File: config.mk
export PLATFORM = sky130hd
export DESIGN_NAME = fan_power_throttle_controller_core_flat
export DESIGN_NICKNAME = d
export VERILOG_FILES = /design/src/sv/fptc_pkg.sv /design/src/sv/fptc_if.sv /design/src/sv/fptc_cfg_regs.sv /design/src/sv/fptc_duty.sv /design/src/sv/fan_power_throttle_controller_core.sv /design/src/flat_wrapper.sv
export SDC_FILE = /design/constraint.sdc
export NUM_CORES = 1
export LEC_CHECK = 0
export BUFFER_PORTS_ARGS = -buffer_cell sky130_fd_sc_hd__buf_2
export CAP_MARGIN = 30
export CORE_MARGIN = 3
export CORE_UTILIZATION = 25
export CTS_CLUSTER_SIZE = 8
export DETAILED_ROUTE_END_ITERATION = 8
export GPL_ROUTABILITY_DRIVEN = 1
export PLACE_DENSITY_LB_ADDON = 0.12
export SYNTH_ARGS = -nofsm -noshare
export SYNTH_HDL_FRONTEND = slang
export SYNTH_HIERARCHICAL = 1
export SYNTH_SLANG_ARGS = --single-unit
File: constraint.sdc
create_clock -name clk -period 15.2 [get_ports clk]
set_clock_uncertainty 0.1 [all_clocks]
set_input_delay 1.52 -clock clk [delete_from_list [all_inputs] [get_ports clk]]
set_output_delay 1.52 -clock clk [all_outputs]
set_load 0.02 [all_outputs]
File: src/sv/fptc_pkg.sv
// ============================================================================
// fptc_pkg
// Shared types, codes and constants of the fan power and throttle controller.
// ============================================================================
package fptc_pkg;

    localparam int CFG_IDX_W  = 3;
    localparam int CFG_DATA_W = 16;

    // Configuration register indexes
    localparam logic [CFG_IDX_W-1:0] CFG_LEVEL_ONE   = 3'd0;
    localparam logic [CFG_IDX_W-1:0] CFG_LEVEL_TWO   = 3'd1;
    localparam logic [CFG_IDX_W-1:0] CFG_LEVEL_THREE = 3'd2;
    localparam logic [CFG_IDX_W-1:0] CFG_RAMP_SLOW   = 3'd3;
    localparam logic [CFG_IDX_W-1:0] CFG_RAMP_FAST   = 3'd4;
    localparam logic [CFG_IDX_W-1:0] CFG_START_DUTY  = 3'd5;
    localparam logic [CFG_IDX_W-1:0] CFG_STALL_TMO   = 3'd6;
    localparam logic [CFG_IDX_W-1:0] CFG_RUN_TMO     = 3'd7;

    // Key event codes
    localparam logic [1:0] KEY_NONE   = 2'd0;
    localparam logic [1:0] KEY_SHORT  = 2'd1;
    localparam logic [1:0] KEY_LONG   = 2'd2;
    localparam logic [1:0] KEY_DOUBLE = 2'd3;

    // Reported power mode codes
    localparam logic [1:0] PM_SLEEP    = 2'd0;
    localparam logic [1:0] PM_WAKING   = 2'd1;
    localparam logic [1:0] PM_RUNNING  = 2'd2;
    localparam logic [1:0] PM_CHARGING = 2'd3;

    // LED colors (red, green, blue)
    localparam logic [2:0] LED_OFF   = 3'd0;
    localparam logic [2:0] LED_BLUE  = 3'd1;
    localparam logic [2:0] LED_GREEN = 3'd2;
    localparam logic [2:0] LED_RED   = 3'd4;
    localparam logic [2:0] LED_WHITE = 3'd7;

    localparam logic [15:0] IDLE_TIMEOUT = 16'd3000;
    localparam logic [15:0] SLOW_PHASE   = 16'd500;

    // x/10 == (x * 6554) >> 16 for x below 16389
    localparam logic [12:0] RECIP_TEN   = 13'd6554;
    localparam int          RECIP_SHIFT = 16;

    typedef struct packed {
        logic [7:0]  level_one_duty;
        logic [7:0]  level_two_duty;
        logic [7:0]  level_three_duty;
        logic [7:0]  ramp_slow;
        logic [7:0]  ramp_fast;
        logic [7:0]  start_duty;
        logic [15:0] stall_timeout;
        logic [15:0] run_timeout;
    } fptc_cfg_t;

    typedef struct packed {
        logic        req_type;
        logic [1:0]  key_event;
        logic        charger_absent;
        logic        battery_low;
        logic        motor_running;
        logic        desync_seen;
        logic [15:0] phase_period;
    } fptc_req_t;

    typedef struct packed {
        logic [7:0] duty;
        logic       duty_write;
        logic       stop_motor;
        logic       start_motor;
        logic       driver_power;
        logic [1:0] throttle_step;
        logic [1:0] power_mode;
        logic [2:0] led_rgb;
        logic       lowbat_alert;
    } fptc_rsp_t;

endpackage

File: src/sv/fptc_if.sv
// ============================================================================
// fptc_req_if / fptc_rsp_if
// Valid/ready channels for requests and results of the throttle controller.
// ============================================================================
interface fptc_req_if;
    logic        valid;
    logic        ready;
    logic        req_type;
    logic [1:0]  key_event;
    logic        charger_absent;
    logic        battery_low;
    logic        motor_running;
    logic        desync_seen;
    logic [15:0] phase_period;

    modport source (
        output valid, req_type, key_event, charger_absent, battery_low,
               motor_running, desync_seen, phase_period,
        input  ready
    );
    modport sink (
        input  valid, req_type, key_event, charger_absent, battery_low,
               motor_running, desync_seen, phase_period,
        output ready
    );
endinterface

interface fptc_rsp_if;
    logic       valid;
    logic       ready;
    logic [7:0] duty;
    logic       duty_write;
    logic       stop_motor;
    logic       start_motor;
    logic       driver_power;
    logic [1:0] throttle_step;
    logic [1:0] power_mode;
    logic [2:0] led_rgb;
    logic       lowbat_alert;

    modport source (
        output valid, duty, duty_write, stop_motor, start_motor, driver_power,
               throttle_step, power_mode, led_rgb, lowbat_alert,
        input  ready
    );
    modport sink (
        input  valid, duty, duty_write, stop_motor, start_motor, driver_power,
               throttle_step, power_mode, led_rgb, lowbat_alert,
        output ready
    );
endinterface

File: src/sv/fptc_cfg_regs.sv
// ============================================================================
// fptc_cfg_regs
// Configuration register file, write-only, reset to the default profile.
// ============================================================================
module fptc_cfg_regs (
    input  logic                            clk,
    input  logic                            rst_n,
    input  logic                            cfg_wr_en,
    input  logic [fptc_pkg::CFG_IDX_W-1:0]  cfg_index,
    input  logic [fptc_pkg::CFG_DATA_W-1:0] cfg_data,
    output fptc_pkg::fptc_cfg_t             cfg
);
    import fptc_pkg::*;

    fptc_cfg_t cfg_reg;
    fptc_cfg_t cfg_next;

    always_comb
    begin
        cfg_next = cfg_reg;
        if (cfg_wr_en)
        begin
            unique case (cfg_index)
                CFG_LEVEL_ONE:   cfg_next.level_one_duty   = cfg_data[7:0];
                CFG_LEVEL_TWO:   cfg_next.level_two_duty   = cfg_data[7:0];
                CFG_LEVEL_THREE: cfg_next.level_three_duty = cfg_data[7:0];
                CFG_RAMP_SLOW:   cfg_next.ramp_slow        = cfg_data[7:0];
                CFG_RAMP_FAST:   cfg_next.ramp_fast        = cfg_data[7:0];
                CFG_START_DUTY:  cfg_next.start_duty       = cfg_data[7:0];
                CFG_STALL_TMO:   cfg_next.stall_timeout    = cfg_data;
                CFG_RUN_TMO:     cfg_next.run_timeout      = cfg_data;
                default:         cfg_next = cfg_reg;
            endcase
        end
    end

    always_ff @(posedge clk or negedge rst_n)
    begin
        if (!rst_n)
        begin
            cfg_reg.level_one_duty   <= 8'd80;
            cfg_reg.level_two_duty   <= 8'd160;
            cfg_reg.level_three_duty <= 8'd255;
            cfg_reg.ramp_slow        <= 8'd2;
            cfg_reg.ramp_fast        <= 8'd8;
            cfg_reg.start_duty       <= 8'd40;
            cfg_reg.stall_timeout    <= 16'd200;
            cfg_reg.run_timeout      <= 16'd30000;
        end
        else
        begin
            cfg_reg <= cfg_next;
        end
    end

    assign cfg = cfg_reg;

endmodule

File: src/sv/fptc_duty.sv
// ============================================================================
// fptc_duty
// Closed-loop duty update: desync halving, 9:1 smoothing, ramp limit.
// ============================================================================
module fptc_duty (
    input  fptc_pkg::fptc_cfg_t cfg,
    input  logic [1:0]          throttle_idx,
    input  logic [7:0]          duty_cur,
    input  logic [7:0]          duty_last,
    input  logic                desync_seen,
    input  logic [15:0]         phase_period,
    output logic [7:0]          duty_new
);
    import fptc_pkg::*;

    logic [7:0]        target;
    logic [7:0]        duty_base;
    logic [11:0]       blend;
    logic [24:0]       blend_prod;
    logic [7:0]        smoothed;
    logic [7:0]        ramp;
    logic signed [9:0] delta;
    logic signed [9:0] ramp_s;

    always_comb
    begin
        case (throttle_idx)
            2'd1:    target = cfg.level_one_duty;
            2'd2:    target = cfg.level_two_duty;
            2'd3:    target = cfg.level_three_duty;
            default: target = 8'd0;
        endcase
    end

    assign duty_base  = desync_seen ? {1'b0, duty_cur[7:1]} : duty_cur;
    // 9*d + target, at most 2550
    assign blend      = {1'b0, duty_base, 3'b000} + {4'b0, duty_base} + {4'b0, target};
    assign blend_prod = 25'(blend) * 25'(RECIP_TEN);
    assign smoothed   = blend_prod[RECIP_SHIFT+7:RECIP_SHIFT];

    assign ramp   = (phase_period > SLOW_PHASE) ? cfg.ramp_slow : cfg.ramp_fast;
    assign delta  = $signed({2'b00, smoothed}) - $signed({2'b00, duty_last});
    assign ramp_s = $signed({2'b00, ramp});

    always_comb
    begin
        if (delta > ramp_s)
            duty_new = 8'(duty_last + ramp);
        else if (delta < -ramp_s)
            duty_new = 8'(duty_last - ramp);
        else
            duty_new = smoothed;
    end

endmodule

File: src/sv/fan_power_throttle_controller_core.sv
// ============================================================================
// fan_power_throttle_controller_core
// Power mode, throttle and duty controller driven by tick and key requests.
// ============================================================================
// Flow: a request is captured in the input register at accept; its result
//   is loaded into the result register when the held request advances and
//   is taken from there. A stalled result holds the input register.
// Throughput: one request per cycle while results are taken (single-pass update).
// Reset: asynchronous active-low; mode goes to sleep, counters, duty, LED
//   and driver power clear, configuration loads its default profile.
module fan_power_throttle_controller_core #(
    parameter int THROTTLE_STEPS = 4   // 2..4
) (
    input  logic                            clk,
    input  logic                            rst_n,
    input  logic                            cfg_wr_en,
    input  logic [fptc_pkg::CFG_IDX_W-1:0]  cfg_index,
    input  logic [fptc_pkg::CFG_DATA_W-1:0] cfg_data,
    fptc_req_if.sink                        req,
    fptc_rsp_if.source                      rsp
);
    import fptc_pkg::*;

    localparam logic [2:0] STEPS = 3'(THROTTLE_STEPS);

    typedef struct packed {
        logic sleep;
        logic waking;
        logic running;
        logic charging;
        logic batlow;
    } mode_t;

    // ------------------------------------------------------------------
    // Configuration
    // ------------------------------------------------------------------
    fptc_cfg_t cfg;

    fptc_cfg_regs u_cfg (
        .clk       (clk),
        .rst_n     (rst_n),
        .cfg_wr_en (cfg_wr_en),
        .cfg_index (cfg_index),
        .cfg_data  (cfg_data),
        .cfg       (cfg)
    );

    // ------------------------------------------------------------------
    // Handshake: input register -> single-pass update -> result register
    // ------------------------------------------------------------------
    logic      in_v_reg, in_v_next;
    fptc_req_t in_reg;
    logic      rsp_v_reg, rsp_v_next;
    fptc_rsp_t rsp_reg, rsp_next;
    logic      req_fire;
    logic      advance;

    // a held request moves on whenever the result slot is free or draining
    assign advance    = in_v_reg && (!rsp_v_reg || rsp.ready);
    assign req.ready  = !in_v_reg || advance;
    assign req_fire   = req.valid && req.ready;
    assign in_v_next  = req_fire || (in_v_reg && !advance);
    assign rsp_v_next = advance || (rsp_v_reg && !rsp.ready);

    // ------------------------------------------------------------------
    // Controller state
    // ------------------------------------------------------------------
    mode_t       mode_reg, mode_next;
    logic [1:0]  idx_reg, idx_next;
    logic        start_pend_reg, start_pend_next;
    logic [7:0]  duty_reg, duty_next;
    logic [7:0]  last_duty_reg, last_duty_next;
    logic [15:0] stall_cnt_reg, stall_cnt_next;
    logic [15:0] auto_off_reg, auto_off_next;
    logic        drv_on_reg, drv_on_next;
    logic [2:0]  led_reg, led_next;
    logic [1:0]  led_shown_reg, led_shown_next;
    logic        led_ok_reg, led_ok_next;

    logic [7:0]  duty_run;

    fptc_duty u_duty (
        .cfg          (cfg),
        .throttle_idx (idx_reg),
        .duty_cur     (duty_reg),
        .duty_last    (last_duty_reg),
        .desync_seen  (in_reg.desync_seen),
        .phase_period (in_reg.phase_period),
        .duty_new     (duty_run)
    );

    // Next state follows the request semantics in order; every branch is
    // a few gates except the duty path, which lives in fptc_duty.
    always_comb
    begin
        logic        stop;
        logic        start;
        logic        wrote;
        logic        alert;
        logic        show;
        logic [2:0]  idx_inc;
        logic [15:0] auto_limit;

        mode_next       = mode_reg;
        idx_next        = idx_reg;
        start_pend_next = start_pend_reg;
        duty_next       = duty_reg;
        last_duty_next  = last_duty_reg;
        stall_cnt_next  = stall_cnt_reg;
        auto_off_next   = auto_off_reg;
        drv_on_next     = drv_on_reg;
        led_next        = led_reg;
        led_shown_next  = led_shown_reg;
        led_ok_next     = led_ok_reg;
        stop            = 1'b0;
        start           = 1'b0;
        wrote           = 1'b0;
        alert           = 1'b0;
        show            = 1'b0;
        idx_inc         = {1'b0, idx_reg} + 3'd1;
        auto_limit      = IDLE_TIMEOUT;

        if (in_reg.req_type)
        begin
            // key request
            if (in_reg.key_event != KEY_NONE)
            begin
                auto_off_next = '0;
                case (in_reg.key_event)
                    KEY_SHORT:
                    begin
                        if (!(mode_reg.sleep || mode_reg.waking || mode_reg.batlow))
                        begin
                            if (idx_inc >= STEPS)
                            begin
                                idx_next = '0;
                                stop     = 1'b1;
                            end
                            else
                            begin
                                idx_next = idx_inc[1:0];
                            end
                            if (idx_next == 2'd1)
                                start_pend_next = 1'b1;
                        end
                    end
                    KEY_LONG:
                    begin
                        if (mode_reg.sleep)
                        begin
                            mode_next.waking = 1'b1;
                        end
                        else
                        begin
                            stop              = 1'b1;
                            idx_next          = '0;
                            mode_next.running = 1'b0;
                            mode_next.sleep   = 1'b1;
                        end
                    end
                    default:
                    begin
                        // double press
                        if (!mode_reg.sleep)
                        begin
                            stop     = 1'b1;
                            idx_next = '0;
                        end
                    end
                endcase
            end
        end
        else
        begin
            // tick request: wake completion
            if (mode_next.waking)
            begin
                mode_next.waking = 1'b0;
                if (!in_reg.charger_absent)
                begin
                    stop               = 1'b1;
                    idx_next           = '0;
                    drv_on_next        = 1'b0;
                    mode_next.running  = 1'b0;
                    mode_next.charging = 1'b1;
                    mode_next.sleep    = 1'b1;
                end
                else
                begin
                    drv_on_next        = 1'b1;
                    mode_next.sleep    = 1'b0;
                    mode_next.charging = 1'b0;
                    mode_next.running  = 1'b1;
                    led_next           = LED_RED;
                end
            end
            // charger plugged in while running
            if (mode_next.running && !in_reg.charger_absent)
            begin
                stop               = 1'b1;
                idx_next           = '0;
                drv_on_next        = 1'b0;
                mode_next.running  = 1'b0;
                mode_next.charging = 1'b1;
                mode_next.sleep    = 1'b1;
            end
            mode_next.batlow = in_reg.battery_low;
            // low battery shutdown
            if (mode_next.batlow && mode_next.running)
            begin
                stop              = 1'b1;
                idx_next          = '0;
                alert             = 1'b1;
                led_next          = LED_OFF;
                mode_next.running = 1'b0;
                mode_next.sleep   = 1'b1;
            end

            if (mode_next.sleep)
            begin
                if (in_reg.motor_running || start_pend_reg)
                begin
                    stop            = 1'b1;
                    start_pend_next = 1'b0;
                end
                idx_next    = '0;
                led_next    = LED_OFF;
                drv_on_next = 1'b0;
            end
            else if (mode_next.running)
            begin
                if (in_reg.motor_running)
                begin
                    duty_next      = duty_run;
                    last_duty_next = duty_run;
                    wrote          = 1'b1;
                    stall_cnt_next = (in_reg.desync_seen ? 16'd0 : stall_cnt_reg) + 16'd1;
                    if (stall_cnt_next >= cfg.stall_timeout)
                    begin
                        stop     = 1'b1;
                        idx_next = '0;
                    end
                end
                else if (start_pend_reg)
                begin
                    start           = 1'b1;
                    start_pend_next = 1'b0;
                    stall_cnt_next  = '0;
                    last_duty_next  = cfg.start_duty;
                    duty_next       = cfg.start_duty;
                end

                // auto-off: idle limit at step zero, run limit otherwise
                auto_off_next = auto_off_reg + 16'd1;
                if (idx_next != 2'd0)
                    auto_limit = cfg.run_timeout;
                if (auto_off_next >= auto_limit)
                begin
                    auto_off_next     = '0;
                    stop              = 1'b1;
                    idx_next          = '0;
                    mode_next.running = 1'b0;
                    mode_next.sleep   = 1'b1;
                end
                show = 1'b1;
            end
        end

        // step indication, only refreshed when the step changes
        if (show && !(led_ok_reg && led_shown_reg == idx_next))
        begin
            led_ok_next    = 1'b1;
            led_shown_next = idx_next;
            case (idx_next)
                2'd0:    led_next = LED_RED;
                2'd1:    led_next = LED_GREEN;
                2'd2:    led_next = LED_BLUE;
                default: led_next = LED_WHITE;
            endcase
        end

        rsp_next.duty          = duty_next;
        rsp_next.duty_write    = wrote;
        rsp_next.stop_motor    = stop;
        rsp_next.start_motor   = start;
        rsp_next.driver_power  = drv_on_next;
        rsp_next.throttle_step = idx_next;
        rsp_next.led_rgb       = led_next;
        rsp_next.lowbat_alert  = alert;
        if (mode_next.waking)
            rsp_next.power_mode = PM_WAKING;
        else if (mode_next.charging && mode_next.sleep)
            rsp_next.power_mode = PM_CHARGING;
        else if (mode_next.running)
            rsp_next.power_mode = PM_RUNNING;
        else
            rsp_next.power_mode = PM_SLEEP;
    end

    // control and state registers
    always_ff @(posedge clk or negedge rst_n)
    begin
        if (!rst_n)
        begin
            in_v_reg       <= 1'b0;
            rsp_v_reg      <= 1'b0;
            mode_reg       <= '{sleep: 1'b1, default: 1'b0};
            idx_reg        <= '0;
            start_pend_reg <= 1'b0;
            duty_reg       <= '0;
            last_duty_reg  <= '0;
            stall_cnt_reg  <= '0;
            auto_off_reg   <= '0;
            drv_on_reg     <= 1'b0;
            led_reg        <= LED_OFF;
            led_shown_reg  <= '0;
            led_ok_reg     <= 1'b0;
        end
        else
        begin
            in_v_reg  <= in_v_next;
            rsp_v_reg <= rsp_v_next;
            if (advance)
            begin
                mode_reg       <= mode_next;
                idx_reg        <= idx_next;
                start_pend_reg <= start_pend_next;
                duty_reg       <= duty_next;
                last_duty_reg  <= last_duty_next;
                stall_cnt_reg  <= stall_cnt_next;
                auto_off_reg   <= auto_off_next;
                drv_on_reg     <= drv_on_next;
                led_reg        <= led_next;
                led_shown_reg  <= led_shown_next;
                led_ok_reg     <= led_ok_next;
            end
        end
    end

    // payload registers
    always_ff @(posedge clk)
    begin
        if (req_fire)
        begin
            in_reg.req_type       <= req.req_type;
            in_reg.key_event      <= req.key_event;
            in_reg.charger_absent <= req.charger_absent;
            in_reg.battery_low    <= req.battery_low;
            in_reg.motor_running  <= req.motor_running;
            in_reg.desync_seen    <= req.desync_seen;
            in_reg.phase_period   <= req.phase_period;
        end
        if (advance)
            rsp_reg <= rsp_next;
    end

    assign rsp.valid         = rsp_v_reg;
    assign rsp.duty          = rsp_reg.duty;
    assign rsp.duty_write    = rsp_reg.duty_write;
    assign rsp.stop_motor    = rsp_reg.stop_motor;
    assign rsp.start_motor   = rsp_reg.start_motor;
    assign rsp.driver_power  = rsp_reg.driver_power;
    assign rsp.throttle_step = rsp_reg.throttle_step;
    assign rsp.power_mode    = rsp_reg.power_mode;
    assign rsp.led_rgb       = rsp_reg.led_rgb;
    assign rsp.lowbat_alert  = rsp_reg.lowbat_alert;

    // ------------------------------------------------------------------
    // Assertions
    // ------------------------------------------------------------------
    // sleep and running are always complementary
    a_sleep_run: assert property (@(posedge clk) disable iff (!rst_n)
        mode_reg.sleep != mode_reg.running)
        else $error("sleep and running flags out of step");

    // waking only ever starts from sleep
    a_wake_sleep: assert property (@(posedge clk) disable iff (!rst_n)
        mode_reg.waking |-> mode_reg.sleep)
        else $error("waking without sleep");

    // throttle index stays within the configured step count
    a_idx_range: assert property (@(posedge clk) disable iff (!rst_n)
        {1'b0, idx_reg} < STEPS)
        else $error("throttle index out of range");

    // a low battery alert always comes with a motor stop
    a_alert_stop: assert property (@(posedge clk) disable iff (!rst_n)
        (rsp_v_reg && rsp_reg.lowbat_alert) |-> rsp_reg.stop_motor)
        else $error("low battery alert without stop");

endmodule

File: src/flat_wrapper.sv
// flat-port wrapper written by rule: the top's interface ports become plain ports
module fan_power_throttle_controller_core_flat import fptc_pkg::*;
#(
    parameter int THROTTLE_STEPS = 4          
)
  (clk, rst_n, cfg_wr_en, cfg_index, cfg_data, req_valid, req_req_type, req_key_event, req_charger_absent, req_battery_low, req_motor_running, req_desync_seen, req_phase_period, req_ready, rsp_valid, rsp_duty, rsp_duty_write, rsp_stop_motor, rsp_start_motor, rsp_driver_power, rsp_throttle_step, rsp_power_mode, rsp_led_rgb, rsp_lowbat_alert, rsp_ready);
  fptc_req_if req_i ();
  fptc_rsp_if rsp_i ();
  input  logic clk;
  input  logic rst_n;
  input  logic cfg_wr_en;
  input  logic [fptc_pkg::CFG_IDX_W-1:0] cfg_index;
  input  logic [fptc_pkg::CFG_DATA_W-1:0] cfg_data;
  input wire logic [$bits(req_i.valid)-1:0] req_valid;
  input wire logic [$bits(req_i.req_type)-1:0] req_req_type;
  input wire logic [$bits(req_i.key_event)-1:0] req_key_event;
  input wire logic [$bits(req_i.charger_absent)-1:0] req_charger_absent;
  input wire logic [$bits(req_i.battery_low)-1:0] req_battery_low;
  input wire logic [$bits(req_i.motor_running)-1:0] req_motor_running;
  input wire logic [$bits(req_i.desync_seen)-1:0] req_desync_seen;
  input wire logic [$bits(req_i.phase_period)-1:0] req_phase_period;
  output wire logic [$bits(req_i.ready)-1:0] req_ready;
  output wire logic [$bits(rsp_i.valid)-1:0] rsp_valid;
  output wire logic [$bits(rsp_i.duty)-1:0] rsp_duty;
  output wire logic [$bits(rsp_i.duty_write)-1:0] rsp_duty_write;
  output wire logic [$bits(rsp_i.stop_motor)-1:0] rsp_stop_motor;
  output wire logic [$bits(rsp_i.start_motor)-1:0] rsp_start_motor;
  output wire logic [$bits(rsp_i.driver_power)-1:0] rsp_driver_power;
  output wire logic [$bits(rsp_i.throttle_step)-1:0] rsp_throttle_step;
  output wire logic [$bits(rsp_i.power_mode)-1:0] rsp_power_mode;
  output wire logic [$bits(rsp_i.led_rgb)-1:0] rsp_led_rgb;
  output wire logic [$bits(rsp_i.lowbat_alert)-1:0] rsp_lowbat_alert;
  input wire logic [$bits(rsp_i.ready)-1:0] rsp_ready;
  assign req_i.valid = req_valid;
  assign req_i.req_type = req_req_type;
  assign req_i.key_event = req_key_event;
  assign req_i.charger_absent = req_charger_absent;
  assign req_i.battery_low = req_battery_low;
  assign req_i.motor_running = req_motor_running;
  assign req_i.desync_seen = req_desync_seen;
  assign req_i.phase_period = req_phase_period;
  assign req_ready = req_i.ready;
  assign rsp_valid = rsp_i.valid;
  assign rsp_duty = rsp_i.duty;
  assign rsp_duty_write = rsp_i.duty_write;
  assign rsp_stop_motor = rsp_i.stop_motor;
  assign rsp_start_motor = rsp_i.start_motor;
  assign rsp_driver_power = rsp_i.driver_power;
  assign rsp_throttle_step = rsp_i.throttle_step;
  assign rsp_power_mode = rsp_i.power_mode;
  assign rsp_led_rgb = rsp_i.led_rgb;
  assign rsp_lowbat_alert = rsp_i.lowbat_alert;
  assign rsp_i.ready = rsp_ready;
  fan_power_throttle_controller_core #(.THROTTLE_STEPS(THROTTLE_STEPS)) u_core (.clk(clk), .rst_n(rst_n), .cfg_wr_en(cfg_wr_en), .cfg_index(cfg_index), .cfg_data(cfg_data), .req(req_i), .rsp(rsp_i));
endmodule
Yosys cells after proc, flatten, opt, wreduce, memory -nomap -nowiden
Index checks and enable logic that the tools add are counted.
{"block": "classes", "shifts": 0, "n_addsub": 9, "n_mul": 1, "div": 0, "mux": 113, "reduce_logical": 45, "bitwise": 3, "eq_ne": 23, "n_lt_le_gt_ge": 6}
{"operator": "$mux W16", "count": 12}
{"operator": "$mux W8", "count": 11}
{"operator": "$mux W2", "count": 28}
{"operator": "$mux W1", "count": 49}
{"operator": "$add A16 B1 Y16 const B", "count": 2}
{"operator": "$ge A16 B16 Y1", "count": 2}
{"operator": "$mux W3", "count": 9}
{"operator": "$pmux W8 S3", "count": 1}
{"operator": "$mul A12 B12 Y23 const B", "count": 1}
{"operator": "$reduce_and A2 Y1", "count": 10}
{"operator": "$gt A16 B9 Y1 const B", "count": 1}
{"operator": "$add A11 B8 Y12", "count": 1}
{"operator": "$add A12 B8 Y12", "count": 1}
{"operator": "$eq A3 B3 Y1 const B", "count": 4}
{"operator": "$lt A9 B10 Y1", "count": 1}
{"operator": "$neg A8 Y10", "count": 1}
{"operator": "$gt A9 B9 Y1", "count": 1}
{"operator": "$logic_and A1 B1 Y1", "count": 9}
{"operator": "$pmux W3 S3", "count": 1}
{"operator": "$sub A8 B8 Y9", "count": 1}
{"operator": "$add A8 B8 Y8", "count": 1}
{"operator": "$eq A2 B1 Y1 const B", "count": 4}
{"operator": "$eq A2 B2 Y1 const B", "count": 4}
{"operator": "$mux W4", "count": 2}
{"operator": "22 further kinds", "count": 43}
{"block": "totals", "mem_count": 0, "output_inout_bits": 22, "word_cells": 242, "ff_bits": 188, "ram_bits": 0, "mem_bits_ro": 0, "inputBits": 47, "latchBits": 0}

Logic depth before layout (Yosys ltp)
Gate-level depths: netlist of the first run.
{"block": "logic_depth", "ltp_word": 28, "mapped_depth": 52, "depth_no_buf": 50}

Cells and area by module
Netlist of the first run, hierarchy kept.
{"module": "fan_power_throttle_controller_core", "instances": 1, "area_each_um2": 6010.8, "cells_each": 612, "seq_area_each_um2": 2919.0}
{"module": "fptc_duty", "instances": 1, "area_each_um2": 5096.1, "cells_each": 583, "seq_area_each_um2": 0.0}
{"module": "fptc_cfg_regs", "instances": 1, "area_each_um2": 3099.2, "cells_each": 177, "seq_area_each_um2": 2034.5}

Worst setup path after synthesis of the first run
Ideal clock, no wire load.
{"block": "synth_path", "kind": "reg2reg", "from": "register u_core.idx_reg[1]", "to": "register u_core.duty_reg[7]", "path_slack_ns": 4.509, "t_arrival_ns": 10.472, "synth_period_minus_slack_ns": 10.691, "required_time_ns": 14.981, "setup_time_ns": 0.119, "path_buffers": 1, "path_stages_with_launch": 48, "path_cell_list": "dfrtp_1 clkbuf_1 mux2_2 a22o_1 ha_1 ha_1 fa_1 a21o_1 a21oi_1 o21bai_1 a21oi_1 xor2_1 inv_1 ha_1 inv_1 fa_1 inv_1 fa_1 [... 12 more ...] nor2b_1 o31a_1 o311a_1 o21a_1 nor2_1 xnor2_1 ha_1 a21o_1 nand2_1 a31oi_1 a211o_1 a311oi_1 nor3_4 mux2_4 mux2_4 nand2_1 o211ai_1 o21a_1"}
{"block": "synth_between", "elab_chain_cells": 12, "elab_cells_between_ends": 15, "classes_between": "add/sub: 2; mul: 1; order compare: 2; eq/ne: 3; mux: 7"}
{"item": "from (decl)", "line_no": "fan_power_throttle_controller_core.sv:69", "text": "logic [1:0] idx_reg, idx_next;"}
{"item": "from (signal assigned)", "line_no": "fan_power_throttle_controller_core.sv:326", "text": "idx_reg <= idx_next;"}
{"item": "$eq A2 B2 Y1 / $eq A2 B1 Y1 (equally long branches)", "line_no": "fptc_duty.sv:27", "text": "case (throttle_idx)"}
{"item": "$pmux W8 S3 *", "line_no": "fptc_duty.sv:27"}
{"item": "$add A12 B8 Y12 *", "line_no": "fptc_duty.sv:37", "text": "assign blend = {1'b0, duty_base, 3'b000} + {4'b0, duty_base} + {4'b0, target};"}
{"item": "$mul A12 B12 Y23 *", "line_no": "fptc_duty.sv:38", "text": "assign blend_prod = 25'(blend) * 25'(RECIP_TEN);"}
{"item": "$sub A8 B8 Y9", "line_no": "fptc_duty.sv:42", "text": "assign delta = $signed({2'b00, smoothed}) - $signed({2'b00, duty_last});"}
{"item": "$lt A9 B10 Y1", "line_no": "fptc_duty.sv:49", "text": "else if (delta < -ramp_s)"}
{"item": "$mux W8", "line_no": "fptc_duty.sv:49"}
{"item": "$mux W8 *", "line_no": "fptc_duty.sv:47", "text": "if (delta > ramp_s)"}
{"item": "net u_core.duty_run[7]", "line_no": "fan_power_throttle_controller_core.sv:80", "text": "logic [7:0] duty_run;"}
{"item": "$mux W8 *", "line_no": "fan_power_throttle_controller_core.sv:232", "text": "if (in_reg.motor_running)"}
{"item": "$mux W8 *", "line_no": "fan_power_throttle_controller_core.sv:230", "text": "else if (mode_next.running)"}
{"item": "$mux W8 *", "line_no": "fan_power_throttle_controller_core.sv:219", "text": "if (mode_next.sleep)"}
{"item": "$mux W8 *", "line_no": "fan_power_throttle_controller_core.sv:123", "text": "if (in_reg.req_type)"}
{"item": "to (signal assigned)", "line_no": "fan_power_throttle_controller_core.sv:328", "text": "duty_reg <= duty_next;"}
{"item": "to (decl)", "line_no": "fan_power_throttle_controller_core.sv:71", "text": "logic [7:0] duty_reg, duty_next;"}
Mark *: on every way through the listed nets, which the timed path passes. The rest lies on a longest branch.
A chain may end at the register's enable or synchronous reset.

Final worst setup path of the first run
{"block": "layout_path", "from": "register u_core.idx_reg[1]", "to": "register u_core.duty_reg[0]"}
{"block": "layout_between", "elab_chain_cells": 12, "elab_cells_between_ends": 15, "classes_between": "add/sub: 2; mul: 1; order compare: 2; eq/ne: 3; mux: 7"}
{"item": "$eq A2 B2 Y1 / $eq A2 B1 Y1 (equally long branches)", "line_no": "fptc_duty.sv:27"}
{"item": "$pmux W8 S3 *", "line_no": "fptc_duty.sv:27"}
{"item": "$add A12 B8 Y12 *", "line_no": "fptc_duty.sv:37"}
{"item": "$mul A12 B12 Y23 *", "line_no": "fptc_duty.sv:38"}
{"item": "$sub A8 B8 Y9", "line_no": "fptc_duty.sv:42"}
{"item": "$lt A9 B10 Y1", "line_no": "fptc_duty.sv:49"}
{"item": "$mux W8", "line_no": "fptc_duty.sv:49"}
{"item": "$mux W8 *", "line_no": "fptc_duty.sv:47"}
{"item": "net u_core.duty_run[0]", "line_no": "fan_power_throttle_controller_core.sv:80"}
{"item": "$mux W8 *", "line_no": "fan_power_throttle_controller_core.sv:232"}
{"item": "$mux W8 *", "line_no": "fan_power_throttle_controller_core.sv:230"}
{"item": "$mux W8 *", "line_no": "fan_power_throttle_controller_core.sv:219"}
{"item": "$mux W8 *", "line_no": "fan_power_throttle_controller_core.sv:123"}
{"item": "net u_core.duty_next[0]", "line_no": "fan_power_throttle_controller_core.sv:71"}
Marks and branches as above.

==> metrics.md, run 1 <==
| Metric | Value |
|---|---|
| Run status | complete, no violations |
| RD Place Congestion | between 0.7 and 0.8 |
| Synth area leaders | dfrtp_1, ha_1, edfxtp_1 |
| Setup Fix Bufs, Post-CTS | 0 |
| Die Footprint | 0.0597 mm2 |
| Critical Path End Type | flip-flop |
| Max FFs per register | 80 |
| Initial core utilization | between 20% and 30% |
| Critical setup path kind | flip-flop to flip-flop |
| Longest Clk Path Bufs | 2 |
| Clock slew at reported path FFs | 0.07 ns |
| RSZ-0062 raised after global routing | no |
| Crit path max fanout | 15 |
| Leading area contributor after synthesis | dfrtp_1 |
| Tot GR Track Use | 13.0% |
| IO Count | 69 |
| Nets | 1,700 |
| Max stage delay on crit path | 0.71 ns |
| Initial DRC count | 550 |
| Die X | between 200 and 250 um |
| CTS Root Buffer Type | clkbuf_16 |
| Fraction of layout instances using a drive strength above 1 | around 20% |
| Post-DR wirelength/cell | 17.4 um |
| Core area | 0.0556 mm2 |
| CTS tree | yes |
| Initial antenna violation count | 1 |
| Post-Synthesis Cells | 1,372 |
| Post-cts hold buffer count | 0 |
| Fillers | 5,846 |
| Vias per cell | 4.54 |
| Vias in the first global route | 10,300 |
| Vias | about 10,000 |
| Post-DP HPWL | 29.8 mm |
| # resized after CTS | 0 |
| Top FF cell, synth | dfrtp_1 |
| Largest net degree at the start of global routing | between 70 and 80 |
| Final hold vios | 0 |
| DRT Pass-1 Iters | 5 |
| Area share of the largest cell type after synthesis | 20.8% |
| Congestion Overflow GR | 0 |
| Min Tclk post-route | between 10 and 15 ns |
| Yosys cell types | slightly above 90 |
| Slew HR | 37.0% |
| Hold Crit Class | flip-flop to flip-flop |
| Sequential element share of the synthesized area | 34.9% |
| Drc violations | 0 |
| Fin crit share | about four fifths |
| Row cnt | 86 |
| CTS Sinks | 188 |
| DRT Wirelength | 38.2 mm |
| I/O Buffers | 68 |
| First-pass GRT wire length | approximately 60 mm |
| Htree depth | 4 |
| FMAX | 84.0 MHz |
| Tightest Pin Transition | 0.944 ns |
| Register Area | 0.00495 mm2 |
| Footprint of the multi-input gates | 0.00853 mm2 |
| Synth warn | 6 |
| CP max-delay cell | dfrtp_1 |
| Synth Cell Area | 0.0142 mm2 |
| Number of buffers created by CTS | 17 |
| CP dominant cell by count | ha_1 |
| Critical Path RT | between 15 and 20 ns |
| Setup TNS | 0 ns |
| Syn avg cell area | 10.4 um2 |
| Synthesized net count | around 1,600 |
| Diode count | 0 |
| Die H | 244 um |
| Post-synth EDFFs | 43 |
| Most frequent cell after synthesis | ha_1 |
| Ys async rst share | 77.1% |
| Final setup fails | 0 |
| Slew Limit Fails | 0 |
| Max_cap viols | 0 |
| Post-DRT Antenna Nets | 0 |
| Commonest cells in the netlist | ha_1, inv_1, dfrtp_1, nand2_1, mux2_2 |
| #FFs+latches synth | 188 |
| Startpoint Class | flip-flop |
| Critical Path AT | 12.20 ns |
| P&R area growth vs syn | 13.1% |
| Worst-Skew Late Latency | 0.45 ns |
[critical path: cells and delay by family (launching register included)]
family	cells	cell delay, ns
AO/OA/AOI/OAI	16	2.86
XOR/XNOR	3	0.79
adder cells (fa/ha/maj)	11	4.24
buffers and inverters	5	0.36
flip-flops	1	0.71
multiplexers	1	0.42
AND/OR/NAND/NOR	10	2.38
[final timing paths]
path,from,endpoint,cells after the start,slack (ns)
min in group asynchronous,rst_n,u_core/last_duty_reg[5],1,0.82
setup / recovery,u_core/idx_reg[1],u_core/duty_reg[0],46,3.30
setup reg to reg,u_core/idx_reg[1],u_core/duty_reg[0],46,3.30
max in group asynchronous,rst_n,u_core/u_cfg/cfg[77],3,12.77
hold / removal,u_core/led_ok_reg,u_core/led_ok_reg,1,0.39
hold reg to reg,u_core/led_ok_reg,u_core/led_ok_reg,1,0.39
[metal layers]
layer / part of all wire [%] / GRT usage (%) / vias to the layer above
li1: - / - / 4914
met1: 51 / 18.7 / 4935
met2: 45 / 20.8 / 121
met3: 2.6 / 1.57 / 24
met4: 1.4 / 3.18 / 0
met5: 0 / 0 / -
[cells by family after synthesis]
family          share of synthesized area (%)
mux                                      9.62
simple gates                             12.9
fa+ha+maj                                21.3
flops                                    34.9
buf+inv                                  5.14
compound gates                           12.0
xor+xnor                                 4.18
[stage by stage]
stage               instance area [um2]  cells  utilization, %  setup WS, ns  hold WS [ns]
floorplan                         14200   1372               -          4.51         0.348
global placement                  15400   2164            27.7          3.52         0.365
detailed placement                15500   2168            27.8          3.37         0.374
CTS                               16100   2200            28.9          3.31         0.394
global route                      16100   2200            28.9          2.45         0.411
finish                            16100   2200            28.9          3.30         0.391
[cell usage in the layout, fill, tap and decap left out, types with 18 or more instances in the layout]
| cell type | instances |
|---|---|
| a22o_1 | 20 |
| a21oi_1 | 53 |
| nand2_1 | 107 |
| mux2_2 | 96 |
| nand3_1 | 22 |
| o21ai_0 | 54 |
| inv_1 | 149 |
| fa_1 | 45 |
| dfrtp_1 | 118 |
| dfstp_2 | 27 |
| nor2_1 | 81 |
| edfxtp_1 | 43 |
| xnor2_1 | 42 |
| clkbuf_16 | 18 |
| nand2b_1 | 21 |
| buf_2 | 68 |
| nor2b_1 | 21 |
| ha_1 | 169 |
| mux2i_1 | 21 |
[area by class of cell]
class,instances,area share (%)
clock inverter,10,0.763
timing repair buffer,83,2.99
tap,748,5.82
clock buffer,22,3.02
sequential,188,30.8
multi-input combinational,998,53.1
inverter,151,3.53
Power of run 1 is not shown: default switching activity piles up to over one toggle a cycle in this logic, so the estimate is an artifact.
==> run 2, diff against run 1 <==
- clock period: 15.2 -> 9.8 ns (I/O delays scaled with it)
==> metrics.md, run 2 (same netlist as run 1, synthesis figures left out) <==
| Metric | Value |
|---|---|
| Tot GR Track Use | 13.5% (+0.47 points) |
| R2R depth | 49 (+6.5%) |
| Initial antenna violation count | 1 (unchanged) |
| Htree depth | 4 (unchanged) |
| Post-DR wirelength/cell | 16.8 um (-3.4%) |
| Clock slew at reported path FFs | 0.07 ns (about the same) |
| Critical Path AT | 10.33 ns (-1.87 ns) |
| Congestion Overflow GR | 0 (unchanged) |
| Diode count | 0 (unchanged) |
| Vias | 10,600 (+6.3%) |
| Min Tclk post-route | 10.09 ns (-1.82 ns) |
| Core area | 0.0556 mm2 (unchanged) |
| Max stage delay on crit path | 0.49 ns (-0.22 ns) |
| First-pass GRT wire length | 63.0 mm (+4.2%) |
| Critical setup path kind | flip-flop to flip-flop |
| FF-to-FF Start | u_core/idx_reg[1] |
| Vias in the first global route | 10,900 (+5.7%) |
| Commonest cells after routing, fill and taps aside | ha_1, buf_4, inv_1 |
| Row cnt | 86 (unchanged) |
| CTS Root Buffer Type | clkbuf_16 |
| RSZ-0062 raised after global routing | yes |
| Final setup fails | 23 (+23) |
| CP max-delay cell | dfrtp_2 |
| P&R area growth vs syn | 25.6% |
| Setup WS post-layout | -0.286 ns (-3.58 ns) |
| Worst Setup SP | u_core/idx_reg[1] |
| DRT Pass-1 Iters | 5 (unchanged) |
| FF-to-FF setup slack | -0.29 ns (-3.58 ns) |
| Longest Clk Path Bufs | 2 (unchanged) |
| Post-DRT Antenna Nets | 0 (unchanged) |
| Worst-Skew Late Latency | 0.45 ns (about the same) |
| Tightest Pin Transition | 0.963 ns (+0.0189 ns) |
| Post-DP HPWL | 30.7 mm (+2.9%) |
| Worst hold margin | 0.392 ns (+0.00192 ns) |
| Largest net degree at the start of global routing | 84 (+12%) |
| Die Footprint | 0.0597 mm2 (unchanged) |
| CP dominant cell by count | fa_1 |
| Failing checks | setup timing |
| Critical Path RT | 10.05 ns (-5.45 ns) |
| Initial DRC count | 414 (-25%) |
| Slew HR | 33.9% (-3.1 points) |
| FMAX | 99.2 MHz (+18%) |
| Final hold vios | 0 (unchanged) |
| Most common cell after layout, fill and taps aside | ha_1 |
| Initial core utilization | 25.5% (unchanged) |
| Number of buffers created by CTS | 17 (unchanged) |
| Post-route cell area | 0.0178 mm2 (+11%) |
| Drc violations | 0 (unchanged) |
| Max_cap viols | 0 (unchanged) |
| Critical Path End Type | flip-flop |
| Slew Limit Fails | 0 (unchanged) |
| CTS tree | yes |
| Die H | 244 um (unchanged) |
| I/O Buffers | 68 (unchanged) |
| DRT Wirelength | 39.3 mm (+2.9%) |
| Nets | 1,844 (+8.5%) |
| Startpoint Class | flip-flop |
| Vias per cell | 4.53 (-0.19%) |
| IO Count | 69 (unchanged) |
| Hold Crit Class | flip-flop to flip-flop |
| Post-cts hold buffer count | 0 (unchanged) |
| Max FFs per register | 80 (unchanged) |
| Crit path max fanout | 7 (-8) |
| Die X | 244 um (unchanged) |
| Run status | finished with violations |
| RD Place Congestion | 0.783 (+0.49%) |
| Placement Cell Area | 0.0165 mm2 (+6.4%) |
| Setup TNS | -3.90 ns (-3.90 ns) |
| Fraction of layout instances using a drive strength above 1 | 33.0% (+13 points) |
| CTS Sinks | 188 (unchanged) |
| Pre-CTS setup slack | -0.751 ns (-4.12 ns) |
| R2R Path End | u_core/last_duty_reg[7] |
| Fin crit share | 103% (+25 points) |
| Worst setup path endpoint | u_core/last_duty_reg[7] |
==> run 2: timing repair <==
action | in CTS | in global routing
gates resized for setup | 54 | 61
endpoints found under the setup margin | 24 | 24
hold endpoints to repair | 0 | 0
setup buffers | 11 | 17
pin swaps | 43 | 36
==> run 2: layer usage <==
layer | share of wire [%] | global-route usage [%] | vias to the layer above
met2 | 47 | 22.0 | 124
met1 | 50 | 19.2 | 5259
met3 | 2.4 | 1.70 | 16
met5 | 0.018 | 0 | -
li1 | - | - | 5227
met4 | 0.78 | 2.60 | 2
==> run 2: worst min path at each step <==
stage	end	slack, ns	start	depth (start not counted)
2_1_floorplan	u_core/led_reg[1]	0.35	u_core/led_reg[1]	2
3_3_place_gp	u_core/rsp.valid	0.37	u_core/in_v_reg	1
3_5_place_dp	u_core/led_ok_reg	0.37	u_core/led_ok_reg	1
4_1_cts	u_core/led_reg[1]	0.39	u_core/led_reg[1]	2
5_1_grt	u_core/rsp.valid	0.42	u_core/in_v_reg	1
6_report	u_core/led_reg[1]	0.39	u_core/led_reg[1]	2
==> run 2: layout make-up <==
cell class	count	area (um2)
clock buffers	21	492
inverters	151	567
flip-flops and latches	188	4950
well taps	748	936
clock inverters	11	121
fillers	5722	37800
repair buffers	227	1640
multi-input cells	998	9140
==> run 2: critical path: cells and delay by family (launching register included) <==
| family | cells | cell delay, ns |
|---|---|---|
| compound gates | 18 | 3.11 |
| xor+xnor | 3 | 0.51 |
| mux | 2 | 0.55 |
| fa+ha+maj | 11 | 3.61 |
| flops | 1 | 0.49 |
| buf+inv | 8 | 0.66 |
| simple gates | 7 | 0.99 |
==> run 2: through the flow <==
| stage | utilization, % | cells |
|---|---|---|
| floorplan | - | 1372 |
| global placement | 29.5 | 2283 |
| detailed placement | 29.6 | 2286 |
| CTS | 31.3 | 2328 |
| global route | 32.1 | 2344 |
| finish | 32.1 | 2344 |
Power of run 2 is left out for the same reason.
